### src/ted_pkg.sv
// shared types and constants of the temporal error diffusion dither block
// no dependencies; imported by every module of the block but ted_ram
`timescale 1ns / 1ps
`default_nettype none

package ted_pkg;

    // field widths
    localparam int IDX_W = 10;
    localparam int TGT_W = 16;
    localparam int LVL_W = 8;
    localparam int RES_W = 16;
    // target plus signed residual, with room for the rounding offset
    localparam int ACC_W = TGT_W + 2;

    // residual store, one entry per channel; the address is the low part of the index
    localparam int CHANNELS = 1024;
    localparam int ADDR_W   = (CHANNELS > 1) ? $clog2(CHANNELS) : 1;

    // stream payload widths, rounded up to whole bytes
    localparam int S_TDATA_W = ((IDX_W + TGT_W + 7) / 8) * 8;
    localparam int M_TDATA_W = ((IDX_W + LVL_W + 7) / 8) * 8;

    // configuration port
    localparam int CFG_IDX_W  = 1;
    localparam int CFG_DATA_W = 8;
    localparam logic [CFG_IDX_W-1:0] REG_DITHER_ENABLE = 1'd0;
    localparam logic [CFG_IDX_W-1:0] REG_MIN_FRAC      = 1'd1;

    // arithmetic constants
    localparam logic [ACC_W-1:0] HALF_STEP = ACC_W'(32'h0000_0080);
    localparam logic [LVL_W-1:0] LVL_MAX   = 8'hFF;

    typedef struct packed {
        logic             dither_enable;
        logic [LVL_W-1:0] frac_cutoff;
    } ted_cfg_t;

    typedef struct packed {
        logic              en;
        logic [ADDR_W-1:0] addr;
        logic [RES_W-1:0]  data;
    } ted_wr_t;

    typedef struct packed {
        logic              en;
        logic [ADDR_W-1:0] addr;
    } ted_rd_t;

endpackage

`default_nettype wire

### src/ted_core.sv
// three-stage dither pipeline: residual fetch, accumulate, round and write back
// depends on ted_pkg; talks to the residual ram through ted_rd_t / ted_wr_t
`timescale 1ns / 1ps
`default_nettype none

module ted_core
    import ted_pkg::*;
(
    input  wire logic                 clk,
    input  wire logic                 rst_n,
    input  wire ted_cfg_t             cfg,
    input  wire logic                 clearing,
    input  wire logic                 s_tvalid,
    output logic                      s_tready,
    input  wire logic [S_TDATA_W-1:0] s_tdata,
    input  wire logic                 s_tuser,
    output logic                      m_tvalid,
    input  wire logic                 m_tready,
    output logic      [M_TDATA_W-1:0] m_tdata,
    output ted_rd_t                   rd,
    input  wire logic [RES_W-1:0]     rd_data,
    output ted_wr_t                   wr
);

    // stage 1: fields, residual read in flight
    logic             p1_valid_reg;
    logic [IDX_W-1:0] p1_idx_reg;
    logic [TGT_W-1:0] p1_tgt_reg;
    logic             p1_trunc_reg;
    logic             p1_inrange_reg;
    // stage 2: accumulated value
    logic             p2_valid_reg;
    logic [IDX_W-1:0] p2_idx_reg;
    logic [ACC_W-1:0] p2_acc_reg;
    logic [LVL_W-1:0] p2_tgt_hi_reg;
    logic             p2_trunc_reg;
    logic             p2_inrange_reg;
    // stage 3: result register, residual kept for forwarding
    logic             p3_valid_reg;
    logic [IDX_W-1:0] p3_idx_reg;
    logic [LVL_W-1:0] p3_lvl_reg;
    logic [RES_W-1:0] p3_res_reg;
    logic             p3_inrange_reg;

    logic             en1;
    logic             en2;
    logic             en3;
    logic             accept;
    logic [IDX_W-1:0] in_idx;
    logic [TGT_W-1:0] in_tgt;
    logic [LVL_W-1:0] in_frac;
    logic             in_trunc;
    logic             in_inrange;
    logic             p2_hit;
    logic             p3_hit;
    logic [RES_W-1:0] res_fwd;
    logic [ACC_W-1:0] acc_next;
    logic [ACC_W-1:0] rnd;
    logic [ACC_W-1:0] diff;
    logic [LVL_W-1:0] q_lvl;
    logic [RES_W-1:0] q_res;

    // each stage loads when empty or when the stage after it moves
    assign en3      = !p3_valid_reg || m_tready;
    assign en2      = !p2_valid_reg || en3;
    assign en1      = !p1_valid_reg || en2;
    assign s_tready = en1 && !clearing;
    assign accept   = s_tvalid && s_tready;

    assign in_idx     = s_tdata[IDX_W-1:0];
    assign in_tgt     = s_tdata[IDX_W +: TGT_W];
    assign in_frac    = in_tgt[LVL_W-1:0];
    assign in_inrange = 32'(in_idx) < 32'(CHANNELS);
    assign in_trunc   = !cfg.dither_enable || s_tuser
                        || ((in_frac != '0) && (in_frac < cfg.frac_cutoff));

    assign rd.en   = accept;
    assign rd.addr = in_idx[ADDR_W-1:0];

    // newer residuals that the ram read did not see yet: the item being written
    // this cycle wins over the one written on the previous move
    assign p2_hit = p2_valid_reg && p2_inrange_reg && (p2_idx_reg == p1_idx_reg);
    assign p3_hit = p3_valid_reg && p3_inrange_reg && (p3_idx_reg == p1_idx_reg);

    always_comb
    begin
        if (!p1_inrange_reg)
        begin
            res_fwd = '0;
        end
        else if (p2_hit)
        begin
            res_fwd = q_res;
        end
        else if (p3_hit)
        begin
            res_fwd = p3_res_reg;
        end
        else
        begin
            res_fwd = rd_data;
        end
    end

    assign acc_next = {{(ACC_W - TGT_W){1'b0}}, p1_tgt_reg}
                      + {{(ACC_W - RES_W){res_fwd[RES_W-1]}}, res_fwd};

    // round by half a step, clamp to the 16-bit range, keep the error
    assign rnd  = p2_acc_reg + HALF_STEP;
    assign diff = p2_acc_reg - {{(ACC_W - 2 * LVL_W){1'b0}}, q_lvl, q_lvl};

    always_comb
    begin
        if (p2_trunc_reg)
        begin
            q_lvl = p2_tgt_hi_reg;
            q_res = '0;
        end
        else
        begin
            if (rnd[ACC_W-1])
            begin
                q_lvl = '0;
            end
            else if (rnd[ACC_W-2:TGT_W] != '0)
            begin
                q_lvl = LVL_MAX;
            end
            else
            begin
                q_lvl = rnd[TGT_W-1:LVL_W];
            end
            q_res = diff[RES_W-1:0];
        end
    end

    assign wr.en   = en2 && p2_valid_reg && p2_inrange_reg;
    assign wr.addr = p2_idx_reg[ADDR_W-1:0];
    assign wr.data = q_res;

    always_ff @(posedge clk or negedge rst_n)
    begin
        if (!rst_n)
        begin
            p1_valid_reg <= 1'b0;
            p2_valid_reg <= 1'b0;
            p3_valid_reg <= 1'b0;
        end
        else
        begin
            if (en1)
            begin
                p1_valid_reg <= accept;
            end
            if (en2)
            begin
                p2_valid_reg <= p1_valid_reg;
            end
            if (en3)
            begin
                p3_valid_reg <= p2_valid_reg;
            end
        end
    end

    always_ff @(posedge clk)
    begin
        if (accept)
        begin
            p1_idx_reg     <= in_idx;
            p1_tgt_reg     <= in_tgt;
            p1_trunc_reg   <= in_trunc;
            p1_inrange_reg <= in_inrange;
        end
        if (en2 && p1_valid_reg)
        begin
            p2_idx_reg     <= p1_idx_reg;
            p2_acc_reg     <= acc_next;
            p2_tgt_hi_reg  <= p1_tgt_reg[TGT_W-1:LVL_W];
            p2_trunc_reg   <= p1_trunc_reg;
            p2_inrange_reg <= p1_inrange_reg;
        end
        if (en3 && p2_valid_reg)
        begin
            p3_idx_reg     <= p2_idx_reg;
            p3_lvl_reg     <= q_lvl;
            p3_res_reg     <= q_res;
            p3_inrange_reg <= p2_inrange_reg;
        end
    end

    assign m_tvalid = p3_valid_reg;
    assign m_tdata  = {{(M_TDATA_W - IDX_W - LVL_W){1'b0}}, p3_lvl_reg, p3_idx_reg};

endmodule

`default_nettype wire

### config.mk
export PLATFORM = sky130hd
export DESIGN_NAME = ted_core
export DESIGN_NICKNAME = d
export VERILOG_FILES = /design/src/ted_pkg.sv /design/src/ted_core.sv
export SDC_FILE = /design/constraint.sdc
export NUM_CORES = 1
export LEC_CHECK = 0
export ABC_CLOCK_PERIOD_IN_PS = 5700
export BUFFER_PORTS_ARGS = -buffer_cell sky130_fd_sc_hd__buf_2
export CAP_MARGIN = 25
export CORE_ASPECT_RATIO = 1.1
export CORE_MARGIN = 2
export CORE_UTILIZATION = 55
export CTS_CLUSTER_DIAMETER = 80
export CTS_CLUSTER_SIZE = 40
export DETAILED_ROUTE_END_ITERATION = 6
export PLACE_DENSITY = 0.8
export RECOVER_POWER = 100
export REMOVE_ABC_BUFFERS = 1
export SYNTH_ARGS = -nofsm -noshare
export SYNTH_HDL_FRONTEND = slang
export SYNTH_SLANG_ARGS = --single-unit
### constraint.sdc
create_clock -name clk -period 5.7 [get_ports clk]
set_clock_uncertainty 0.05 [all_clocks]
set_input_delay 0.855 -clock clk [delete_from_list [all_inputs] [get_ports clk]]
set_output_delay 0.855 -clock clk [all_outputs]
set_load 0.01 [all_outputs]
==> impl_metrics.py <==
metrics = {
    "status": {
        "outcome": "complete, but fails checks",
        "violations": "max-capacitance violations, max-slew violations",
    },
    "timing": {
        "hold_viol": 0,
        "hold_ws_ns": 0.267,
        "tightest_slew_ns": 2.16,
        "period_needed_ns": 5.47,
        "fin_setup_tns_ns": 0,
        "fmax_mhz": 183,
        "drv_slew": 104,
        "relSlewSlack_pct": -44.2,
        "finalCritPeriodShare_pct": 96.0,
        "final-setup-viol-count": 0,
    },
    "layout": {
        "layout.nets": 774,
        "fin_cells": 821,
        "n_antenna_cell": 0,
        "largest_register_ffs": 18,
        "drive_gt1_share_pct": 23.5,
        "fin_area_sq_mm": 0.00732,
        "layout_commonest_cell": "edfxtp_1",
        "fillers": 785,
        "syn2layout_area_growth_pct": 22.1,
        "layout_common_cells": "edfxtp_1, clkbuf_1, buf_2, xnor2_1, buf_4",
    },
    "synthesis": {
        "synth_compound_area_share_pct": 13.3,
        "async_flop_share_pct": 2.97,
        "synth_flop_cell": "edfxtp_1",
        "synth_seq_area_share_pct": 50.3,
        "synthSimpleGateAreaFrac_pct": 12.3,
        "syn_area_sq_mm": 0.00600,
        "synth-xor-area-share_pct": 8.18,
        "synthAdderAreaFrac_pct": 8.51,
        "muxShareOfSynthArea_pct": 2.84,
        "synth_cells": 526,
        "ys_ff_latch": 101,
        "yosysWarnings": 0,
        "synth_top_family_by_area": "compound AO/OA/AOI/OAI gates",
        "synth_edf_count": 98,
        "yosysUniqueCellTypes": 65,
        "synth.avg_cell_area_sq_um": 11.4,
    },
    "clocking": {
        "cts_sinks": 101,
        "clockRootBuffer": "clkbuf_16",
        "hold_buffers": 0,
        "clkSlewWorstSetupHoldPaths_ns": 0.07,
        "clock_path_buffers": 2,
        "cts_htree_levels": 3,
        "cts-buffers-inserted": 9,
        "cts_tree": "yes",
        "clk_latency_ns": 0.34,
    },
    "critical_path": {
        "path_max_fanout": 4,
        "startpoint": "p2_acc_reg[8]",
        "critical-path-top-delay-family": "simple AND/OR/NAND/NOR gates",
        "critPathLaunchType": "flip-flop",
        "cp.required_ns": 5.73,
        "slowest_delay_ns": 0.42,
        "cp-end-kind": "flip-flop",
        "crit_type": "reg2reg",
        "r2r_start": "p2_acc_reg[8]",
        "cp.arrival_ns": 5.50,
        "path_buf_inv": 2,
        "slowest_stage": "edfxtp_1",
        "ff2ff_setup_slack_ns": 0.23,
        "cp_common_cell": "a21oi_2",
    },
    "global_route": {
        "grt_max_degree": 38,
        "overflow": 0,
        "grt_pass1_vias": 4491,
        "grtUsageTotal_pct": 25.6,
        "grt_pass1_wl_um": 23100,
        "antenna_found_initial": 0,
    },
    "detailed_routing": {
        "dr_total_vias": 4669,
        "wl_um": 15300,
        "drtPass1Iterations": 5,
        "drt-initial-drc-count": 349,
        "via_per_inst": 5.69,
        "drc": 0,
        "ant_nets": 0,
        "wire_per_inst_um": 18.6,
    },
    "min_path": {
        "min_path_type": "in2async",
    },
    "die": {
        "die_h_um": 114,
        "die_area_sq_mm": 0.0118,
        "pin_count": 127,
        "core_sq_mm": 0.0105,
        "fp-row-count": 39,
        "die_w_um": 104,
        "start_util_pct": 57.2,
    },
    "placed_design": {
        "dpl_cell_area_sq_mm": 0.00686,
        "dp.cells": 797,
        "hpwl_um": 11300,
        "portBuffers": 114,
        "gp_congestion": 0.843,
    },
    "pwr": {
        "leakagePower_uw": 0.00285,
        "powerDensity_mw_per_mm2": 287,
        "peakVddDrop_mv": 0.219,
    },
    "flow_run": {
        "drv_cap": 3,
    },
}
==> kinds of logic (layout without fill, tap and decap cells) <==
kind of cell	count (synthesis)	in the layout
AO/OA/AOI/OAI	114	114
XOR/XNOR	56	56
adder cells (fa/ha/maj)	40	40
buffers and inverters	52	199
flip-flops	101	101
multiplexers	17	17
other	1	6
AND/OR/NAND/NOR	145	145
==> synthesized netlist by cell type, drive strengths merged, types with 13 or more instances <==
cell    number  area share, %
xnor2       43            6.3
buf         19            2.4
a21oi       39            3.3
nor2        33            2.1
edfxtp      98             49
nand2       34            2.2
inv         26            1.6
mux2i       17            2.8
ha          36            7.5
o21ai       20            1.7
xor2        13            1.9
a21o        16            2.0
==> where the power goes <==
part           internal, uW  total (uW)  switching (uW)
clock                   387         659             272
sequential              890         923            33.8
combinational           215         519             304
total                  1490        2100             610
==> stage by stage <==
step	setup WS, ns	power, uW	util [%]
after floorplan	0.342	1220	-
after global placement	0.0980	1400	65.3
after detailed placement	-0.0732	1410	65.3
after CTS	0.0619	2070	68.6
after global routing	-0.00917	2180	69.8
final	0.227	2100	69.8
==> per-layer routing <==
metal / vias up / wire length [um] / global-route usage [%]
li1: 2212 / - / -
met1: 2209 / 6380 / 34.4
met2: 218 / 7450 / 43.2
met3: 30 / 1080 / 3.89
met4: 0 / 380 / 8.56
met5: - / 0 / 0
==> repair_timing <==
action | 4_1_cts | 5_1_grt
pin swaps | 0 | 16
endpoints found under the setup margin | 4 | 7
buffers inserted | 0 | 8
gates resized for setup | 6 | 33
==> cell type report <==
cell class	count	area (sq um)	share of cell area [%]
tap	143	179	2.44
clock inverter	5	83.8	1.14
multi-input combinational	378	2910	39.7
inverter	28	105	1.44
timing repair buffer	155	796	10.9
clock buffer	11	233	3.18
sequential	101	3020	41.2
==> path summary, 6_finish.rpt <==
path,endpoint,cells after the start
min in group clk,p2_trunc_reg,0
max reg2reg,p2_acc_reg[17],27
max in group asynchronous,p2_valid_reg,1
min reg2reg,p2_trunc_reg,0
max,p2_acc_reg[17],27
min,m_tvalid,1
(Power assumes the default switching activity.)
