**src/ted_pkg.sv**
```systemverilog
// shared types and constants of the temporal error diffusion dither block
// no dependencies; imported by every module of the block but ted_ram
`timescale 1ns / 1ps
`default_nettype none

package ted_pkg;

    // field widths
    localparam int IDX_W = 10;
    localparam int TGT_W = 16;
    localparam int LVL_W = 8;
    localparam int RES_W = 16;
    // target plus signed residual, with room for the rounding offset
    localparam int ACC_W = TGT_W + 2;

    // residual store, one entry per channel; the address is the low part of the index
    localparam int CHANNELS = 1024;
    localparam int ADDR_W   = (CHANNELS > 1) ? $clog2(CHANNELS) : 1;

    // stream payload widths, rounded up to whole bytes
    localparam int S_TDATA_W = ((IDX_W + TGT_W + 7) / 8) * 8;
    localparam int M_TDATA_W = ((IDX_W + LVL_W + 7) / 8) * 8;

    // configuration port
    localparam int CFG_IDX_W  = 1;
    localparam int CFG_DATA_W = 8;
    localparam logic [CFG_IDX_W-1:0] REG_DITHER_ENABLE = 1'd0;
    localparam logic [CFG_IDX_W-1:0] REG_MIN_FRAC      = 1'd1;

    // arithmetic constants
    localparam logic [ACC_W-1:0] HALF_STEP = ACC_W'(32'h0000_0080);
    localparam logic [LVL_W-1:0] LVL_MAX   = 8'hFF;

    typedef struct packed {
        logic             dither_enable;
        logic [LVL_W-1:0] frac_cutoff;
    } ted_cfg_t;

    typedef struct packed {
        logic              en;
        logic [ADDR_W-1:0] addr;
        logic [RES_W-1:0]  data;
    } ted_wr_t;

    typedef struct packed {
        logic              en;
        logic [ADDR_W-1:0] addr;
    } ted_rd_t;

endpackage

`default_nettype wire

```
**src/ted_clear.sv**
```systemverilog
// clearing sequencer: zeroes the residual store once after reset
// depends on ted_pkg
`timescale 1ns / 1ps
`default_nettype none

module ted_clear
    import ted_pkg::*;
(
    input  wire logic clk,
    input  wire logic rst_n,
    output ted_wr_t   wr,
    output logic      busy
);

    localparam logic [ADDR_W-1:0] LAST_ADDR = ADDR_W'(CHANNELS - 1);

    logic              busy_reg;
    logic              busy_next;
    logic [ADDR_W-1:0] cnt_reg;
    logic [ADDR_W-1:0] cnt_next;

    always_comb
    begin
        busy_next = busy_reg;
        cnt_next  = cnt_reg;
        if (busy_reg)
        begin
            cnt_next = cnt_reg + 1'b1;
            if (cnt_reg == LAST_ADDR)
            begin
                busy_next = 1'b0;
            end
        end
    end

    always_ff @(posedge clk or negedge rst_n)
    begin
        if (!rst_n)
        begin
            busy_reg <= 1'b1;
            cnt_reg  <= '0;
        end
        else
        begin
            busy_reg <= busy_next;
            cnt_reg  <= cnt_next;
        end
    end

    assign wr.en   = busy_reg;
    assign wr.addr = cnt_reg;
    assign wr.data = '0;
    assign busy    = busy_reg;

endmodule

`default_nettype wire

```
**config.mk**
```make
export PLATFORM = sky130hd
export DESIGN_NAME = ted_clear
export DESIGN_NICKNAME = d
export VERILOG_FILES = /design/src/ted_pkg.sv /design/src/ted_clear.sv
export SDC_FILE = /design/constraint.sdc
export NUM_CORES = 1
export LEC_CHECK = 0
export BUFFER_PORTS_ARGS = -buffer_cell sky130_fd_sc_hd__buf_4
export CAP_MARGIN = 20
export CORE_ASPECT_RATIO = 0.9
export CORE_MARGIN = 8
export CORE_UTILIZATION = 39
export CTS_CLUSTER_SIZE = 28
export DETAILED_ROUTE_END_ITERATION = 12
export PLACE_DENSITY = 0.75
export RECOVER_POWER = 50
export SKIP_CTS_REPAIR_TIMING = 1
export SLEW_MARGIN = 0
export SYNTH_ARGS = -nofsm -noshare
export SYNTH_HDL_FRONTEND = slang
export SYNTH_SLANG_ARGS = --single-unit
```
**constraint.sdc**
```tcl
create_clock -name clk -period 1.4 [get_ports clk]
set_clock_uncertainty 0.15 [all_clocks]
set_input_delay 0.14 -clock clk [delete_from_list [all_inputs] [get_ports clk]]
set_output_delay 0.14 -clock clk [all_outputs]
set_load 0.05 [all_outputs]
```
==> metrics.csv, run 1 <==
stage,metric,value,unit
run_status,status,"finished, violations left",
run_status,violated checks,negative setup slack,
timing,Setup TNS,-18.4,ps
critical_path,Crit Path Category,flop to flop,
timing,RSZ-0062 raised after global routing,true,
die,Die W,58.0,microns
timing,Setup-failing EPs final,3,
clock_tree,TritonCTS Buffers,3,
layout,final core occ,0.542,
route,drt total wl,1350,microns
die,Initial Utilization,0.423,
timing,maximum clock frequency,710,MHz
route,DRC violations left,0,
route,1st-iter DRT viols,8,
yosys,Synth Register Bits,11,
job,max-cap viol count,0,
global_route,grt ovf,0,
critical_path,Worst Setup Start Kind,flop,
worst_hold_path,HP Class,input port to async pin,
die,die height,53.8,microns
critical_path,Critical Path AT,1440,ps
clock_tree,clk slew on worst S/H paths,70,ps
route,Avg WL per Cell,14.6,microns
clock_tree,Sink Count,11,
power_and_ir_drop,P_leak,0.000444,uW
timing,Final Hold Vio Count,0,
global_route,Tot GR Track Use,0.0829,
yosys,Ys Warns,0,
layout,fin area,793,sq um
timing,Tmin final,1410,ps
yosys,sequential area share after synthesis,0.446,
clock_tree,CTS max path bufs,2,
timing,period utilization,1.01,
layout,ANT cells,0,
die,Ports,30,
timing,Slew @ Worst Pin,613,ps
clock_tree,"Clk Latency, worst-skew pair",260,ps
layout,Largest register FFs,10,
yosys,Mapped Cells,56,
yosys,average size of a mapped cell,11.1,sq um
clock_tree,Clock Root Buffer,clkbuf_4,
route,DR vias/cell,4.54,
route,DRT Pass-1 Iters,4,
timing,relative slew slack,0.591,
yosys,count of cell types in the netlist,18,
power_and_ir_drop,VDD IR-drop max,0.512,mV
clock_tree,depth of the CTS H-tree,1,
power_and_ir_drop,total power draw,635,uW
global_route,initial antenna violation count,0,
global_route,number of global-route vias before repair,417,
die,row count,13,
route,total vias in the final route,422,
clock_tree,CTS tree,built,
critical_path,Crit. End Element,flop,
placed_design,dpl hpwl,1020,microns
placed_design,IO buf count,13,
placed_design,area post-placement,694,sq um
layout,P&R area growth vs syn,28.1,%
global_route,pin count of the biggest net entering global routing,12,
die,DIE AREA,0.00312,sq mm
timing,max-slew violations,0,
placed_design,global placement routability congestion,0.754,
timing,final setup margin,-8.78,ps
layout,share of cells above drive strength 1,0.487,
yosys,synthesized cell area,619,sq um
layout,nets@finish,82,
global_route,first-pass GRT wire length,1930,microns
die,core area,0.00146,sq mm
layout,"commonest cells after routing, fill and taps aside","conb_1, buf_4, dfrtp_2",
layout,"leading cell type in the layout, fill and taps excluded",conb_1,
route,"antenna viol nets, final",0,
critical_path,critical-path maximum fanout,4,
power_and_ir_drop,pwr dens,800,mW/mm^2
critical_path,Worst EP required,1440,ps
==> cells in the mapped netlist <==
cell type / n / area share
nand2_1: 4 / 0.024
o31a_2: 1 / 0.016
nor2_1: 3 / 0.018
ha_1: 1 / 0.020
nand4_1: 2 / 0.020
dfrtp_1: 10 / 0.40
dfstp_2: 1 / 0.042
mux2_2: 1 / 0.018
xor2_1: 5 / 0.071
nand3_1: 1 / 0.0081
clkbuf_2: 1 / 0.0081
nand4_4: 1 / 0.034
nor3_2: 1 / 0.016
and3_1: 1 / 0.010
xnor2_1: 4 / 0.057
nand4_2: 1 / 0.020
buf_4: 17 / 0.21
conb_1: 1 / 0.0061
==> report_power, final <==
part           internal, uW  switching [uW]
Combinational          2.41             101
Sequential              318               0
Clock                   110             104
Total                   430             205
==> final timing paths <==
check | start | end | slack, ps | depth (start not counted)
hold / removal | rst_n | cnt_reg[9]$_DFFE_PN0P_ | 240 | 2
hold reg to reg | cnt_reg[6]$_DFFE_PN0P_ | cnt_reg[6]$_DFFE_PN0P_ | 350 | 1
max in group asynchronous | rst_n | cnt_reg[6]$_DFFE_PN0P_ | 420 | 2
setup reg to reg | busy$_DFF_PN1_ | cnt_reg[9]$_DFFE_PN0P_ | -9 | 4
min in group clk | cnt_reg[6]$_DFFE_PN0P_ | cnt_reg[6]$_DFFE_PN0P_ | 350 | 1
setup / recovery | busy$_DFF_PN1_ | cnt_reg[9]$_DFFE_PN0P_ | -9 | 4
==> area by class of cell <==
type                    count  area (sq um)
well taps                  15          18.8
repair buffers             21           179
flip-flops and latches     11           284
fillers                   137           671
clock buffers               4          26.3
multi-input cells          42           285
==> through the flow <==
step	instances	hold slack, ps	setup slack, ps
floorplan	71	-306	-203
global placement	84	-170	127
detailed placement	84	-167	86.0
CTS	88	-456	-113
global route	93	307	-46.3
finish	93	245	-8.78
==> critical path: stages, from the launching register on <==
cell and delay [ps]:
dfstp_2 590, buf_6 120, nand4_4 110, nor3_4 200, xor2_1 160
==> logic make-up after synthesis <==
kind of cell,count (synthesis),share of synthesized area
other,1,0.00605
adders and majority gates,1,0.0202
AOI/OAI and AO/OA,1,0.0162
xor gates and xnor gates,9,0.127
buffers and inverters,18,0.214
muxes,1,0.0182
DFF,11,0.446
and+or+nand+nor,14,0.151
==> routing by layer <==
layer | vias up | routed length, microns | GRT usage
met1 | 204 | 557 | 0.0792
met2 | 22 | 693 | 0.143
met4 | 0 | 27 | 0.0691
li1 | 194 | - | -
met5 | - | 0 | 0
met3 | 2 | 76 | 0.0333
(Power assumes the default switching activity.)
==> run 2: changes to the inputs <==
==> constraint.sdc (replaced) <==
create_clock -name clk -period 1.4 [get_ports clk]
set_clock_uncertainty 0.15 [all_clocks]
set_input_delay 0 -clock clk [delete_from_list [all_inputs] [get_ports clk]]
set_output_delay 0 -clock clk [all_outputs]
set_load 0.05 [all_outputs]
==> run 2 against run 1 <==
Global-route usage unchanged. Die area unchanged. Cell area decreased by 9.6%. Total power increased by 0.27%. Sequential share of layout area increased by 3.6 points. Worst setup slack improved by 52 ps. The flow now finishes without violations.
==> metrics.csv, run 2 (synthesized netlist as in run 1, its figures left out) <==
stage,metric,value,unit
timing,Tmin final,1360,ps
clock_tree,"Clk Latency, worst-skew pair",260,ps
placed_design,dpl hpwl,1020,microns
route,Avg WL per Cell,14.1,microns
power_and_ir_drop,Sequential Power Share,0.499,
clock_tree,TritonCTS Buffers,3,
die,Die W,58.0,microns
layout,nets@finish,79,
critical_path,critical-path maximum fanout,6,
placed_design,global placement routability congestion,0.754,
clock_tree,Sink Count,11,
layout,Multi-input gate area,272,sq um
layout,Filler cells,139,
power_and_ir_drop,P_leak,0.000407,uW
placed_design,IO buf count,13,
power_and_ir_drop,Int Pwr,433,uW
critical_path,FF-to-FF End,cnt_reg[6]$_DFFE_PN0P_,
job,max-cap viol count,0,
power_and_ir_drop,clock share of power,0.333,
worst_hold_path,HP Class,input port to async pin,
power_and_ir_drop,switching share of power,0.320,
global_route,first-pass GRT wire length,1930,microns
clock_tree,depth of the CTS H-tree,1,
route,total vias in the final route,407,
route,"antenna viol nets, final",0,
die,die height,53.8,microns
layout,Largest register FFs,10,
timing,maximum clock frequency,737,MHz
power_and_ir_drop,VDD IR-drop max,0.515,mV
power_and_ir_drop,Net Switching,204,uW
die,Initial Utilization,0.423,
timing,max-slew violations,0,
global_route,initial antenna violation count,0,
global_route,pin count of the biggest net entering global routing,12,
die,DIE AREA,0.00312,sq mm
layout,fin area,717,sq um
global_route,number of global-route vias before repair,417,
power_and_ir_drop,Gate power share,0.168,
layout,"leading cell type in the layout, fill and taps excluded",conb_1,
timing,final setup margin,43.1,ps
placed_design,area post-placement,694,sq um
critical_path,Worst EP required,1250,ps
critical_path,Critical Path AT,1210,ps
layout,"commonest cells after routing, fill and taps aside","conb_1, clkbuf_2, buf_4",
timing,Final Hold Vio Count,0,
layout,share of cells above drive strength 1,0.427,
critical_path,Crit Path Category,flop to output port,
clock_tree,CTS tree,built,
layout,P&R area growth vs syn,15.8,%
power_and_ir_drop,pwr dens,888,mW/mm^2
run_status,status,finished clean,
timing,RSZ-0062 raised after global routing,true,
route,DR vias/cell,4.52,
die,Ports,30,
global_route,Tot GR Track Use,0.0829,
layout,Storage cell area,283,sq um
clock_tree,clk slew on worst S/H paths,70,ps
critical_path,worst reg2reg startpoint,busy$_DFF_PN1_,
placed_design,pre-CTS WS,86.0,ps
die,row count,13,
route,DRC violations left,0,
critical_path,Worst Setup Start Kind,flop,
layout,ANT cells,0,
route,drt total wl,1270,microns
die,core area,0.00146,sq mm
timing,Setup-failing EPs final,0,
route,1st-iter DRT viols,5,
timing,period utilization,0.969,
clock_tree,CTS max path bufs,2,
critical_path,R2R Setup Slk,70,ps
critical_path,Reg2Reg Depth,3,
route,DRT Pass-1 Iters,3,
clock_tree,Clock Root Buffer,clkbuf_4,
critical_path,Crit. End Element,output port,
global_route,grt ovf,0,
## run 2: layer usage
metal,share of wire,wire (microns),track usage,vias to the layer above
li1,-,-,-,190
met1,0.40,511,0.0792,199
met2,0.51,648,0.143,16
met3,0.063,80,0.0333,2
met4,0.024,31,0.0691,0
met5,0,0,0,-
## run 2: metrics by stage
step / hold slack [ps] / setup TNS, ps / utilization / power [uW] / cells
3_5_place_dp: -307 / 0 / 0.474 / 425 / 84
5_1_grt: 88.6 / -4.60 / 0.490 / 669 / 90
6_report: 78.9 / 0 / 0.490 / 636 / 90
4_1_cts: -596 / 0 / 0.492 / 641 / 88
2_1_floorplan: -446 / -1030 / - / 452 / 71
3_3_place_gp: -310 / 0 / 0.474 / 424 / 84
## run 2: cell type report
cell class / count / area share
Tap cell: 15 / 0.0262
Timing Repair Buffer: 18 / 0.164
Clock buffer: 4 / 0.0366
Multi-Input combinational cell: 42 / 0.379
Sequential cell: 11 / 0.394
## run 2: how the worst max path moves through the flow
stage	start	to	slack, ps	depth (start not counted)
5_1_grt	rst_n	cnt_reg[6]$_DFFE_PN0P_	-4	3
2_1_floorplan	busy$_DFF_PN1_	cnt_reg[6]$_DFFE_PN0P_	-200	4
3_5_place_dp	busy$_DFF_PN1_	cnt_reg[6]$_DFFE_PN0P_	90	3
6_report	busy$_DFF_PN1_	busy	40	2
3_3_place_gp	busy$_DFF_PN1_	cnt_reg[6]$_DFFE_PN0P_	130	3
4_1_cts	busy$_DFF_PN1_	wr[26]	30	2
## run 2: worst max-delay path, stage by stage, from the launching register on
cell and delay [ps]:
dfstp_2 610, buf_4 150, buf_4 190
## run 2: power by group through the flow
stage / Combinational, uW / Sequential, uW / Clock [uW]
detailed placement: 101 / 324 / 0
floorplan: 128 / 324 / 0
CTS: 101 / 317 / 223
finish: 107 / 318 / 212
global placement: 101 / 324 / 0
global route: 112 / 317 / 240
